<file path="src/design/gpio_pkg.sv">
// shared types and constants for the gpio port register block
// register offsets, opcodes and default sizing; no dependencies
package gpio_pkg;

	localparam int unsigned REGION_BYTES_DEF = 1024;
	localparam int unsigned OFS_W            = 12;
	localparam int unsigned DATA_W           = 32;
	localparam int unsigned PINS             = 16;
	localparam int unsigned LOCK_W           = PINS + 1;
	localparam int unsigned CFG_IDX_W        = 2;

	typedef logic [OFS_W-1:0]  ofs_t;
	typedef logic [DATA_W-1:0] word_t;
	typedef logic [PINS-1:0]   pins_t;

	// opcodes of an input beat
	typedef enum logic [1:0] {
		OP_READ  = 2'd0,
		OP_WRITE = 2'd1,
		OP_RESET = 2'd2,
		OP_NONE  = 2'd3
	} opcode_t;

	// configuration register indexes
	localparam logic [CFG_IDX_W-1:0] CFG_MODE_RST  = 2'd0;
	localparam logic [CFG_IDX_W-1:0] CFG_SPEED_RST = 2'd1;
	localparam logic [CFG_IDX_W-1:0] CFG_PULL_RST  = 2'd2;

	// register map
	localparam ofs_t OFS_MODE  = 12'h000;
	localparam ofs_t OFS_TYPE  = 12'h004;
	localparam ofs_t OFS_SPEED = 12'h008;
	localparam ofs_t OFS_PULL  = 12'h00C;
	localparam ofs_t OFS_IDR   = 12'h010;
	localparam ofs_t OFS_ODR   = 12'h014;
	localparam ofs_t OFS_BSRR  = 12'h018;
	localparam ofs_t OFS_LOCK  = 12'h01C;
	localparam ofs_t OFS_ALTL  = 12'h020;
	localparam ofs_t OFS_ALTH  = 12'h024;

	// one result beat
	typedef struct packed {
		word_t read_data;
		logic  access_error;
	} result_t;

endpackage

</file>
<file path="src/design/gpio_port_registers_with_lock.sv">
// register block of a 16-pin gpio port with configuration lock
// depends on gpio_pkg for the register map, opcodes and result type
//
// Each input beat is one register read, one register write, a port reset or
// an unused opcode, and produces exactly one result beat (read data and an
// error flag). The whole access is decoded and the port state updated at the
// edge that accepts it, and the result is registered at that same edge. A
// two-entry output buffer (result register plus skid register) holds results,
// so a new beat is accepted while a finished result waits, and in_stall comes
// straight from a flop; it only rises after the consumer has held off two
// results. The block takes one beat per cycle while in_stall is low. The
// reset value registers for mode, speed and pull are written over the cfg
// port (always ready) and only take effect at the next port reset beat. The
// lock sequence is write key 1, write key 0, write key 1 with the same low
// half, then a read of the lock register; once locked the control registers
// ignore writes until a port reset. Reads and writes at offsets at or beyond
// REGION_BYTES give an error with no state change.
module gpio_port_registers_with_lock #(
	parameter int unsigned REGION_BYTES = gpio_pkg::REGION_BYTES_DEF
) (
	input  logic                           clk,
	input  logic                           arst_n,
	// item input channel
	input  logic                           in_valid,
	output logic                           in_stall,
	input  logic [1:0]                     opcode,
	input  logic [gpio_pkg::OFS_W-1:0]     byte_offset,
	input  logic [gpio_pkg::DATA_W-1:0]    write_data,
	input  logic [gpio_pkg::PINS-1:0]      pin_levels,
	// result output channel
	output logic                           out_valid,
	input  logic                           out_stall,
	output logic [gpio_pkg::DATA_W-1:0]    read_data,
	output logic                           access_error,
	// configuration write channel
	input  logic                           cfg_valid,
	output logic                           cfg_ready,
	input  logic [gpio_pkg::CFG_IDX_W-1:0] cfg_index,
	input  logic [gpio_pkg::DATA_W-1:0]    cfg_data
);
	import gpio_pkg::*;

	// lock sequence phases
	typedef enum logic [2:0] {
		LK_FIRST,
		LK_SECOND,
		LK_THIRD,
		LK_READ,
		LK_LOCKED
	} lock_phase_t;

	localparam logic [OFS_W:0] REGION_LIMIT = (OFS_W+1)'(REGION_BYTES);

	// reset value registers
	word_t mode_rst_q, speed_rst_q, pull_rst_q;

	// port state
	word_t       mode_q, speed_q, pull_q, altl_q, alth_q;
	pins_t       otype_q, odr_q;
	logic [LOCK_W-1:0] lock_word_q;
	lock_phase_t lock_phase_q;

	// output buffer
	logic    out_valid_q, skid_valid_q;
	result_t out_q, skid_q;

	// next-state values
	word_t       mode_d, speed_d, pull_d, altl_d, alth_d;
	pins_t       otype_d, odr_d;
	logic [LOCK_W-1:0] lock_word_d;
	lock_phase_t lock_phase_d;
	result_t     res;

	logic accept, drain, in_range, locked, is_read, is_write;

	assign cfg_ready = 1'b1;
	assign in_stall  = skid_valid_q;
	assign accept    = in_valid && !skid_valid_q;
	assign drain     = out_valid_q && !out_stall;

	assign out_valid    = out_valid_q;
	assign read_data    = out_q.read_data;
	assign access_error = out_q.access_error;

	assign in_range = {1'b0, byte_offset} < REGION_LIMIT;
	assign locked   = (lock_phase_q == LK_LOCKED);
	assign is_read  = (opcode == OP_READ) && in_range;
	assign is_write = (opcode == OP_WRITE) && in_range;

	// access decode and state update for the beat on the input ports
	always_comb begin
		mode_d       = mode_q;
		speed_d      = speed_q;
		pull_d       = pull_q;
		altl_d       = altl_q;
		alth_d       = alth_q;
		otype_d      = otype_q;
		odr_d        = odr_q;
		lock_word_d  = lock_word_q;
		lock_phase_d = lock_phase_q;
		res          = '0;

		if (opcode == OP_RESET) begin
			mode_d       = mode_rst_q;
			speed_d      = speed_rst_q;
			pull_d       = pull_rst_q;
			altl_d       = '0;
			alth_d       = '0;
			otype_d      = '0;
			odr_d        = '0;
			lock_word_d  = '0;
			lock_phase_d = LK_FIRST;
		end else if ((opcode == OP_READ || opcode == OP_WRITE) && !in_range) begin
			res.access_error = 1'b1;
		end else if (is_read) begin
			case (byte_offset)
				OFS_MODE:  res.read_data = mode_q;
				OFS_TYPE:  res.read_data = {{(DATA_W-PINS){1'b0}}, otype_q};
				OFS_SPEED: res.read_data = speed_q;
				OFS_PULL:  res.read_data = pull_q;
				OFS_IDR:   res.read_data = {{(DATA_W-PINS){1'b0}}, pin_levels};
				OFS_ODR:   res.read_data = {{(DATA_W-PINS){1'b0}}, odr_q};
				OFS_BSRR:  res.access_error = 1'b1;
				OFS_LOCK: begin
					// a read ends the key sequence: locks from the last step, aborts earlier
					res.read_data = {{(DATA_W-LOCK_W){1'b0}}, lock_word_q};
					case (lock_phase_q)
						LK_SECOND, LK_THIRD: lock_phase_d = LK_FIRST;
						LK_READ:             lock_phase_d = LK_LOCKED;
						default:             lock_phase_d = lock_phase_q;
					endcase
				end
				OFS_ALTL:  res.read_data = altl_q;
				OFS_ALTH:  res.read_data = alth_q;
				default:   res.read_data = '0;
			endcase
		end else if (is_write) begin
			case (byte_offset)
				OFS_MODE:  if (!locked) mode_d = write_data;
				OFS_TYPE:  if (!locked) otype_d = write_data[PINS-1:0];
				OFS_SPEED: if (!locked) speed_d = write_data;
				OFS_PULL:  if (!locked) pull_d = write_data;
				OFS_IDR:   res.access_error = 1'b1;
				OFS_ODR:   odr_d = write_data[PINS-1:0];
				// set wins over reset for a pin named in both halves
				OFS_BSRR:  odr_d = (odr_q & ~write_data[PINS-1:0]) | write_data[DATA_W-1:PINS];
				OFS_LOCK: begin
					if (!locked) begin
						if ((lock_phase_q == LK_SECOND || lock_phase_q == LK_THIRD) &&
							lock_word_q[PINS-1:0] != write_data[PINS-1:0]) begin
							// low half changed mid-sequence
							lock_phase_d = LK_FIRST;
						end else begin
							case (lock_phase_q)
								LK_FIRST: begin
									if (write_data[PINS]) begin
										lock_word_d  = write_data[LOCK_W-1:0];
										lock_phase_d = LK_SECOND;
									end
								end
								LK_SECOND: begin
									if (!write_data[PINS]) begin
										lock_word_d  = write_data[LOCK_W-1:0];
										lock_phase_d = LK_THIRD;
									end else begin
										lock_phase_d = LK_FIRST;
									end
								end
								LK_THIRD: begin
									if (write_data[PINS]) begin
										lock_word_d  = write_data[LOCK_W-1:0];
										lock_phase_d = LK_READ;
									end else begin
										lock_phase_d = LK_FIRST;
									end
								end
								default: lock_phase_d = LK_FIRST;
							endcase
						end
					end
				end
				OFS_ALTL:  if (!locked) altl_d = write_data;
				OFS_ALTH:  if (!locked) alth_d = write_data;
				default:   res = '0;
			endcase
		end
	end

	always_ff @(posedge clk or negedge arst_n) begin
		if (!arst_n) begin
			mode_rst_q   <= '0;
			speed_rst_q  <= '0;
			pull_rst_q   <= '0;
			mode_q       <= '0;
			speed_q      <= '0;
			pull_q       <= '0;
			altl_q       <= '0;
			alth_q       <= '0;
			otype_q      <= '0;
			odr_q        <= '0;
			lock_word_q  <= '0;
			lock_phase_q <= LK_FIRST;
			out_valid_q  <= 1'b0;
			skid_valid_q <= 1'b0;
			out_q        <= '0;
			skid_q       <= '0;
		end else begin
			// reset value registers, index beyond the list is dropped
			if (cfg_valid) begin
				case (cfg_index)
					CFG_MODE_RST:  mode_rst_q  <= cfg_data;
					CFG_SPEED_RST: speed_rst_q <= cfg_data;
					CFG_PULL_RST:  pull_rst_q  <= cfg_data;
					default:       mode_rst_q  <= mode_rst_q;
				endcase
			end

			if (accept) begin
				mode_q       <= mode_d;
				speed_q      <= speed_d;
				pull_q       <= pull_d;
				altl_q       <= altl_d;
				alth_q       <= alth_d;
				otype_q      <= otype_d;
				odr_q        <= odr_d;
				lock_word_q  <= lock_word_d;
				lock_phase_q <= lock_phase_d;
			end

			// two-entry output buffer
			if (drain || !out_valid_q) begin
				if (skid_valid_q) begin
					out_q        <= skid_q;
					out_valid_q  <= 1'b1;
					skid_valid_q <= 1'b0;
				end else if (accept) begin
					out_q       <= res;
					out_valid_q <= 1'b1;
				end else begin
					out_valid_q <= 1'b0;
				end
			end else if (accept) begin
				skid_q       <= res;
				skid_valid_q <= 1'b1;
			end
		end
	end

endmodule

</file>
<file path="config.mk">
export PLATFORM = sky130hd
export DESIGN_NAME = gpio_port_registers_with_lock
export DESIGN_NICKNAME = d
export VERILOG_FILES = /design/src/design/gpio_pkg.sv /design/src/design/gpio_port_registers_with_lock.sv
export SDC_FILE = /design/constraint.sdc
export NUM_CORES = 1
export LEC_CHECK = 0
export BUFFER_PORTS_ARGS = -buffer_cell sky130_fd_sc_hd__clkbuf_2
export CORE_ASPECT_RATIO = 1.25
export CORE_MARGIN = 3
export CORE_UTILIZATION = 55
export DETAILED_ROUTE_END_ITERATION = 6
export GPL_ROUTABILITY_DRIVEN = 0
export GPL_TIMING_DRIVEN = 0
export PLACE_DENSITY_LB_ADDON = 0.15
export SLEW_MARGIN = 20
export SYNTH_ARGS = -nofsm -noshare
export SYNTH_HDL_FRONTEND = slang
export SYNTH_SLANG_ARGS = --single-unit
export TNS_END_PERCENT = 5
</file>
<file path="constraint.sdc">
create_clock -name clk -period 3.6 [get_ports clk]
set_clock_uncertainty 0.15 [all_clocks]
set_input_delay 0.18 -clock clk [delete_from_list [all_inputs] [get_ports clk]]
set_output_delay 0.18 -clock clk [all_outputs]
set_load 0.05 [all_outputs]
</file>
## After elaboration in Yosys (flattened, before gate mapping)

Index checks and enable logic that the tools add are counted.

| storage, ports and cells | value |
|---|---|
| flip-flop bits (word level) | 376 |
| input bits | 101 |
| output and inout bits | 36 |
| logic and storage cells | 170 |

| operators by class | value |
|---|---|
| magnitude comparators | 1 |
| bitwise logic cells | 4 |
| multiplexer cells | 74 |
| equality and inequality tests | 27 |
| reduce and logical (&&, ||, !) cells | 46 |

Operators by type and width:

| operator | count |
|---|---|
| two-way mux 32 bit | 27 |
| one-hot mux 32 bit (9 select lines) | 1 |
| two-way mux 16 bit | 10 |
| two-way mux 17 bit | 9 |
| two-way mux 33 bit | 4 |
| equality test 12 x 5 -> 1 bit, second input constant | 4 |
| AND reduction 6 bit | 6 |
| one-hot mux 17 bit (2 select lines) | 1 |
| one-hot mux 16 bit (2 select lines) | 1 |
| two-way mux 3 bit | 9 |
| equality test 12 x 4 -> 1 bit, second input constant | 2 |
| equality test 12 x 6 -> 1 bit, second input constant | 2 |
| nonzero test 2 bit | 10 |
| AND 16 bit | 1 |
| inequality test 16 bit | 1 |
| inverter 16 bit | 1 |
| OR 16 bit | 1 |
| equality test 12 x 3 -> 1 bit, second input constant | 1 |
| zero test 12 bit | 1 |
| less-than comparator 12 x 11 -> 1 bit, second input constant | 1 |
| AND reduction 10 bit | 1 |
| AND reduction 2 bit | 5 |
| one-hot mux 3 bit (3 select lines) | 1 |
| nonzero test 3 bit | 3 |
| 23 further kinds | 49 |

## Depth between registers and ports, before layout

| depth | value |
|---|---|
| depth after elaboration | 10 |
| mapped depth | 9 |
| mapped depth without buffers | 5 |

## Worst setup path before layout

OpenSTA, ideal clock, no wires.

| timing | value |
|---|---|
| path type | flip-flop to flip-flop |
| start point | register skid_valid_q, in the netlist in_stall |
| end point | register lock_word_q[10] |
| buffers on the path | 2 |
| cell stages (with the launch flop) | 8 |
| library setup time | 0.096 ns |
| setup slack | 1.092 ns |
| data required time | 3.354 ns |
| clock period less this slack | 2.508 ns |
| arrival time | 2.262 ns |
| path through | dfrtp_1 nor2b_1 o21ai_2 a2111o_1 or4_1 buf_2 buf_6 o32ai_2 |

| between the ends | value |
|---|---|
| cells in the longest elaborated chain, start to end | 3 |

RTL lines:

| what | line | source |
|---|---|---|
| from (decl) | gpio_port_registers_with_lock.sv:64 | `logic out_valid_q, skid_valid_q;` |
| from (signal assigned) | gpio_port_registers_with_lock.sv:204 | `skid_valid_q <= 1'b0;` |
| from (signal assigned) | gpio_port_registers_with_lock.sv:235 | `skid_valid_q <= 1'b0;` |
| from (signal assigned) | gpio_port_registers_with_lock.sv:244 | `skid_valid_q <= 1'b1;` |
| zero test 1 bit | gpio_port_registers_with_lock.sv:78 | `assign accept = in_valid && !skid_valid_q;` |
| logical AND 1 bit | gpio_port_registers_with_lock.sv:78 |  |
| AND reduction 10 bit (no source line) | - |  |
| to (signal assigned) | gpio_port_registers_with_lock.sv:226 | `lock_word_q <= lock_word_d;` |
| to (decl) | gpio_port_registers_with_lock.sv:60 | `logic [LOCK_W-1:0] lock_word_q;` |

No other way between the ends.
A chain may end at the register's enable or synchronous reset.

## Worst setup path after layout

| timing | value |
|---|---|
| start point | register lock_word_q[0] |
| end point | register lock_word_q[7] |

| between the ends | value |
|---|---|
| cells in the longest elaborated chain, start to end | 4 |

RTL lines:

| what | line | source |
|---|---|---|
| inequality test 16 bit | gpio_port_registers_with_lock.sv:150 | `lock_word_q[PINS-1:0] != write_data[PINS-1:0]) begin` |
| logical AND 1 bit | gpio_port_registers_with_lock.sv:149 | `if ((lock_phase_q == LK_SECOND \|\| lock_phase_q == LK_THIRD) &&` |
| inequality test 2 bit (no source line) | - |  |
| AND reduction 10 bit (no source line) | - |  |

No other way between the ends.

==> metrics.txt <==
power consumption=11.48 mW; largest family of logic cells by synthesized area=compound AO/OA/AOI/OAI gates; total grt overflow=0; worst-case headroom to the max-slew limit=0.2553; Max stage delay on crit path=0.72 ns; IO buf count=134; asr flop ratio synth=1.000; kind of end point of the critical path=flop; Data required, critical path=3.90 ns; Final Cycle Share=0.8748; highest net fanout along the worst path=10; Buf/Inv on CP=1; post-cts repair resize count=0; routed metal-1 wire length=22440 um; IO Count=137; DRC viols=0; area overhead of the layout relative to synthesis=18.46%; initial antenna violation count=0; maximum VDD drop=0.0004085 V; complex-gate fraction of the synthesized area=0.1970; maxcap violations=0; cell area after technology mapping=17560 um^2; clock-pin slew reported for the worst setup and hold paths after clock tree synthesis=0.07 ns; number of diodes=0; fin util=0.6672; Post-synth EDFFs=0; DIE AREA=34120 um^2; average vias per placed instance=6.201; register area=9409 um^2; maximum number of pins on one net before global-route repair=91; starting utilization of the core area=0.5633; maximum clock rate=317.5 MHz; post-detailed-routing wire length=55670 um; global-route wire length before repair=86550 um; final slew viol count=0; cell class contributing the biggest share of worst-path delay=simple AND/OR/NAND/NOR gates; Filler cells=2528; arrival time worst endpoint=3.45 ns; Total GRT Usage=0.3246; height of the die=205.8 um; final count of negative-setup-slack endpoints=0; standby leakage power=9.372 nW; initial detailed-routing violation count=1857; sort of element at the start of the critical path=flop; Final Critical Period=3.149 ns; result of the run=finished, final reports clean; area share of the leading cell type in the synthesized netlist=0.5359; area share of fa/ha/maj cells after synthesis=0.0005701; transition time at the pin with the least slew margin=1.112 ns; share of synthesized area occupied by flip-flops and latches=0.5359; top layer reached by signal wires=met4; total nets after synthesis=1820; multi-input logic area=7468 um^2; Num Clock Sinks=376; top post-synthesis cells by area=sky130_fd_sc_hd__dfrtp_1 (54%), sky130_fd_sc_hd__mux2_2 (8.0%), sky130_fd_sc_hd__o21ai_0 (6.3%); setup repair after global routing missed its margin=false; summed negative setup slack over all endpoints=0 ns; Cell Chain, Critical Path=xor2_1 -> nor4_1 -> nand4_1 -> maj3_1 -> clkbuf_1 -> o32ai_2; synthesis warning total=0; post-synthesis cell count=1719; total via count after detailed routing=14910; root buffer cell=sky130_fd_sc_hd__clkbuf_16; Skew-Pair Late Insertion Delay=0.55 ns; post-synthesis share of cell area spent on xor and xnor gates=0.008481; ratio of cells with drive above 1 in the final layout=0.1867; critical path class=flop to flop; mean instance size in the synthesized netlist=10.21 um^2; clock buffer depth=3; number of hold violations in the final report=0; wire length on met2=25430 um; clock tree from TritonCTS=built; post-synthesis share of cell area spent on and, or, nand and nor gates=0.1182; post-route ant nets=0; Yosys top cell by area=sky130_fd_sc_hd__dfrtp_1; H-tree levels=2; detailed-routed wire length on met3=4968 um; width of the chip=165.8 um; detailed-route wire length per cell=23.15 um; vias in the first global route=14990; Hold WC Path Type=primary input to async pin; power per standard cell area=552.0 nW/um^2; Synth Flop Type=sky130_fd_sc_hd__dfrtp_1; number of placement rows=72; cell with the largest stage delay on the worst path=sky130_fd_sc_hd__maj3_1; Synth cell types=75; TritonCTS Buffers=38; Synth Register Bits=376; area of the placeable core=31170 um^2; Detailed Place HPWL=40550 um; number of nets in the final layout=2073; multiplexer share of the synthesized area=0.1007; tightest hold margin=0.08472 ns; drt pass-1 iters=6
repair_timing:
item	in CTS	in global routing
buffers inserted	0	0
endpoints found under the hold margin	280	0
hold buffers	75	0
kinds of logic after synthesis:
logic type / Yosys count
muxes: 161
and+or+nand+nor: 432
DFF: 376
AOI/OAI and AO/OA: 564
adders and majority gates: 1
buffers and inverters: 167
other: 1
xor gates and xnor gates: 17
layout make-up:
| type | count | share of cell area |
|---|---|---|
| sequential | 376 | 0.4524 |
| multi-input combinational | 1176 | 0.3591 |
| timing repair buffer | 213 | 0.07406 |
| clock buffer | 59 | 0.05487 |
| buffer | 132 | 0.02659 |
| tap | 407 | 0.02449 |
| inverter | 35 | 0.006317 |
| clock inverter | 7 | 0.002166 |
sequential cells by signal (all words and copies together) (netlist names), 3 cells and up:
register,count
otype_q,16
speed_q,32
mode_q,32
alth_q,32
altl_q,32
odr_q,16
pull_rst_q,32
speed_rst_q,32
read_data,32
mode_rst_q,32
pull_q,32
skid_q,33
lock_word_q,17
lock_phase_q,3
synth_stat cells (3+ instances only):
cell	instances
sky130_fd_sc_hd__and3_1	30
sky130_fd_sc_hd__xor2_1	16
sky130_fd_sc_hd__and4_1	3
sky130_fd_sc_hd__o21ai_0	220
sky130_fd_sc_hd__clkbuf_1	103
sky130_fd_sc_hd__a22oi_1	38
sky130_fd_sc_hd__a31oi_1	9
sky130_fd_sc_hd__a21boi_0	8
sky130_fd_sc_hd__o31ai_1	18
sky130_fd_sc_hd__buf_4	3
sky130_fd_sc_hd__o2bb2ai_1	13
sky130_fd_sc_hd__nor2_1	49
sky130_fd_sc_hd__and2_1	17
sky130_fd_sc_hd__inv_1	35
sky130_fd_sc_hd__buf_6	4
sky130_fd_sc_hd__o21ai_1	33
sky130_fd_sc_hd__or2_2	4
sky130_fd_sc_hd__a21oi_1	137
sky130_fd_sc_hd__nand3b_1	4
sky130_fd_sc_hd__nand4_1	3
sky130_fd_sc_hd__nand3_1	9
sky130_fd_sc_hd__nor4b_1	5
sky130_fd_sc_hd__mux2_2	125
sky130_fd_sc_hd__o221a_2	8
sky130_fd_sc_hd__a222oi_1	19
sky130_fd_sc_hd__buf_1	9
sky130_fd_sc_hd__o211ai_1	6
sky130_fd_sc_hd__nor2b_1	12
sky130_fd_sc_hd__buf_2	12
sky130_fd_sc_hd__dfrtp_1	376
sky130_fd_sc_hd__mux2i_1	36
sky130_fd_sc_hd__or3_1	3
sky130_fd_sc_hd__o32ai_1	6
sky130_fd_sc_hd__or4_1	5
sky130_fd_sc_hd__nor4_1	10
sky130_fd_sc_hd__nor3_1	4
sky130_fd_sc_hd__nand2_1	255
sky130_fd_sc_hd__o22ai_1	17
sky130_fd_sc_hd__o32ai_2	10
placed cells by master, fill, tap and decap left out, types with 33 or more instances in the layout:
master | synthesis | routed
sky130_fd_sc_hd__a21oi_1 | 137 | 137
sky130_fd_sc_hd__a22oi_1 | 38 | 38
sky130_fd_sc_hd__clkbuf_1 | 103 | 114
sky130_fd_sc_hd__clkbuf_16 | 0 | 39
sky130_fd_sc_hd__clkbuf_2 | 1 | 134
sky130_fd_sc_hd__dfrtp_1 | 376 | 376
sky130_fd_sc_hd__dlygate4sd3_1 | 0 | 75
sky130_fd_sc_hd__inv_1 | 35 | 35
sky130_fd_sc_hd__mux2_2 | 125 | 125
sky130_fd_sc_hd__mux2i_1 | 36 | 36
sky130_fd_sc_hd__nand2_1 | 255 | 255
sky130_fd_sc_hd__nor2_1 | 49 | 49
sky130_fd_sc_hd__o21ai_0 | 220 | 220
sky130_fd_sc_hd__o21ai_1 | 33 | 33
worst paths after layout:
check                                 endpoint            from  cells past startpoint  slack (ns)
worst max register to register  lock_word_q[7]  lock_word_q[0]                      6        0.45
worst max-delay path            lock_word_q[7]  lock_word_q[0]                      6        0.45
worst min-delay path              read_data[6]          arst_n                      2        0.08
max in group asynchronous           pull_q[21]          arst_n                      4        1.99
min in group clk                pull_rst_q[31]       cfg_valid                      3        0.09
worst min register to register      alth_q[11]      alth_q[11]                      2        0.33
power by group:
part	total, mW	switching, mW	internal [mW]
registers	5.71	0.595	5.11
clock network	3.84	1.66	2.18
logic	1.93	1.12	0.810
routing by layer:
| layer | vias up | GRT usage |
|---|---|---|
| met2 | 761 | 0.5136 |
| met4 | 0 | 0.1519 |
| met5 | - | 0 |
| met3 | 148 | 0.06553 |
| li1 | 6691 | - |
| met1 | 7314 | 0.4352 |
stage by stage:
stage / std cells / cell area, um^2 / setup slack [ns]
detailed placement: 2264 / 18860 / 0.4819
CTS: 2405 / 20800 / 0.5827
floorplan: 1719 / 17560 / 1.092
global placement: 2260 / 18740 / -5.956
global route: 2405 / 20800 / 0.4794
finish: 2405 / 20800 / 0.4506
Power figures use the tool's default switching activity.
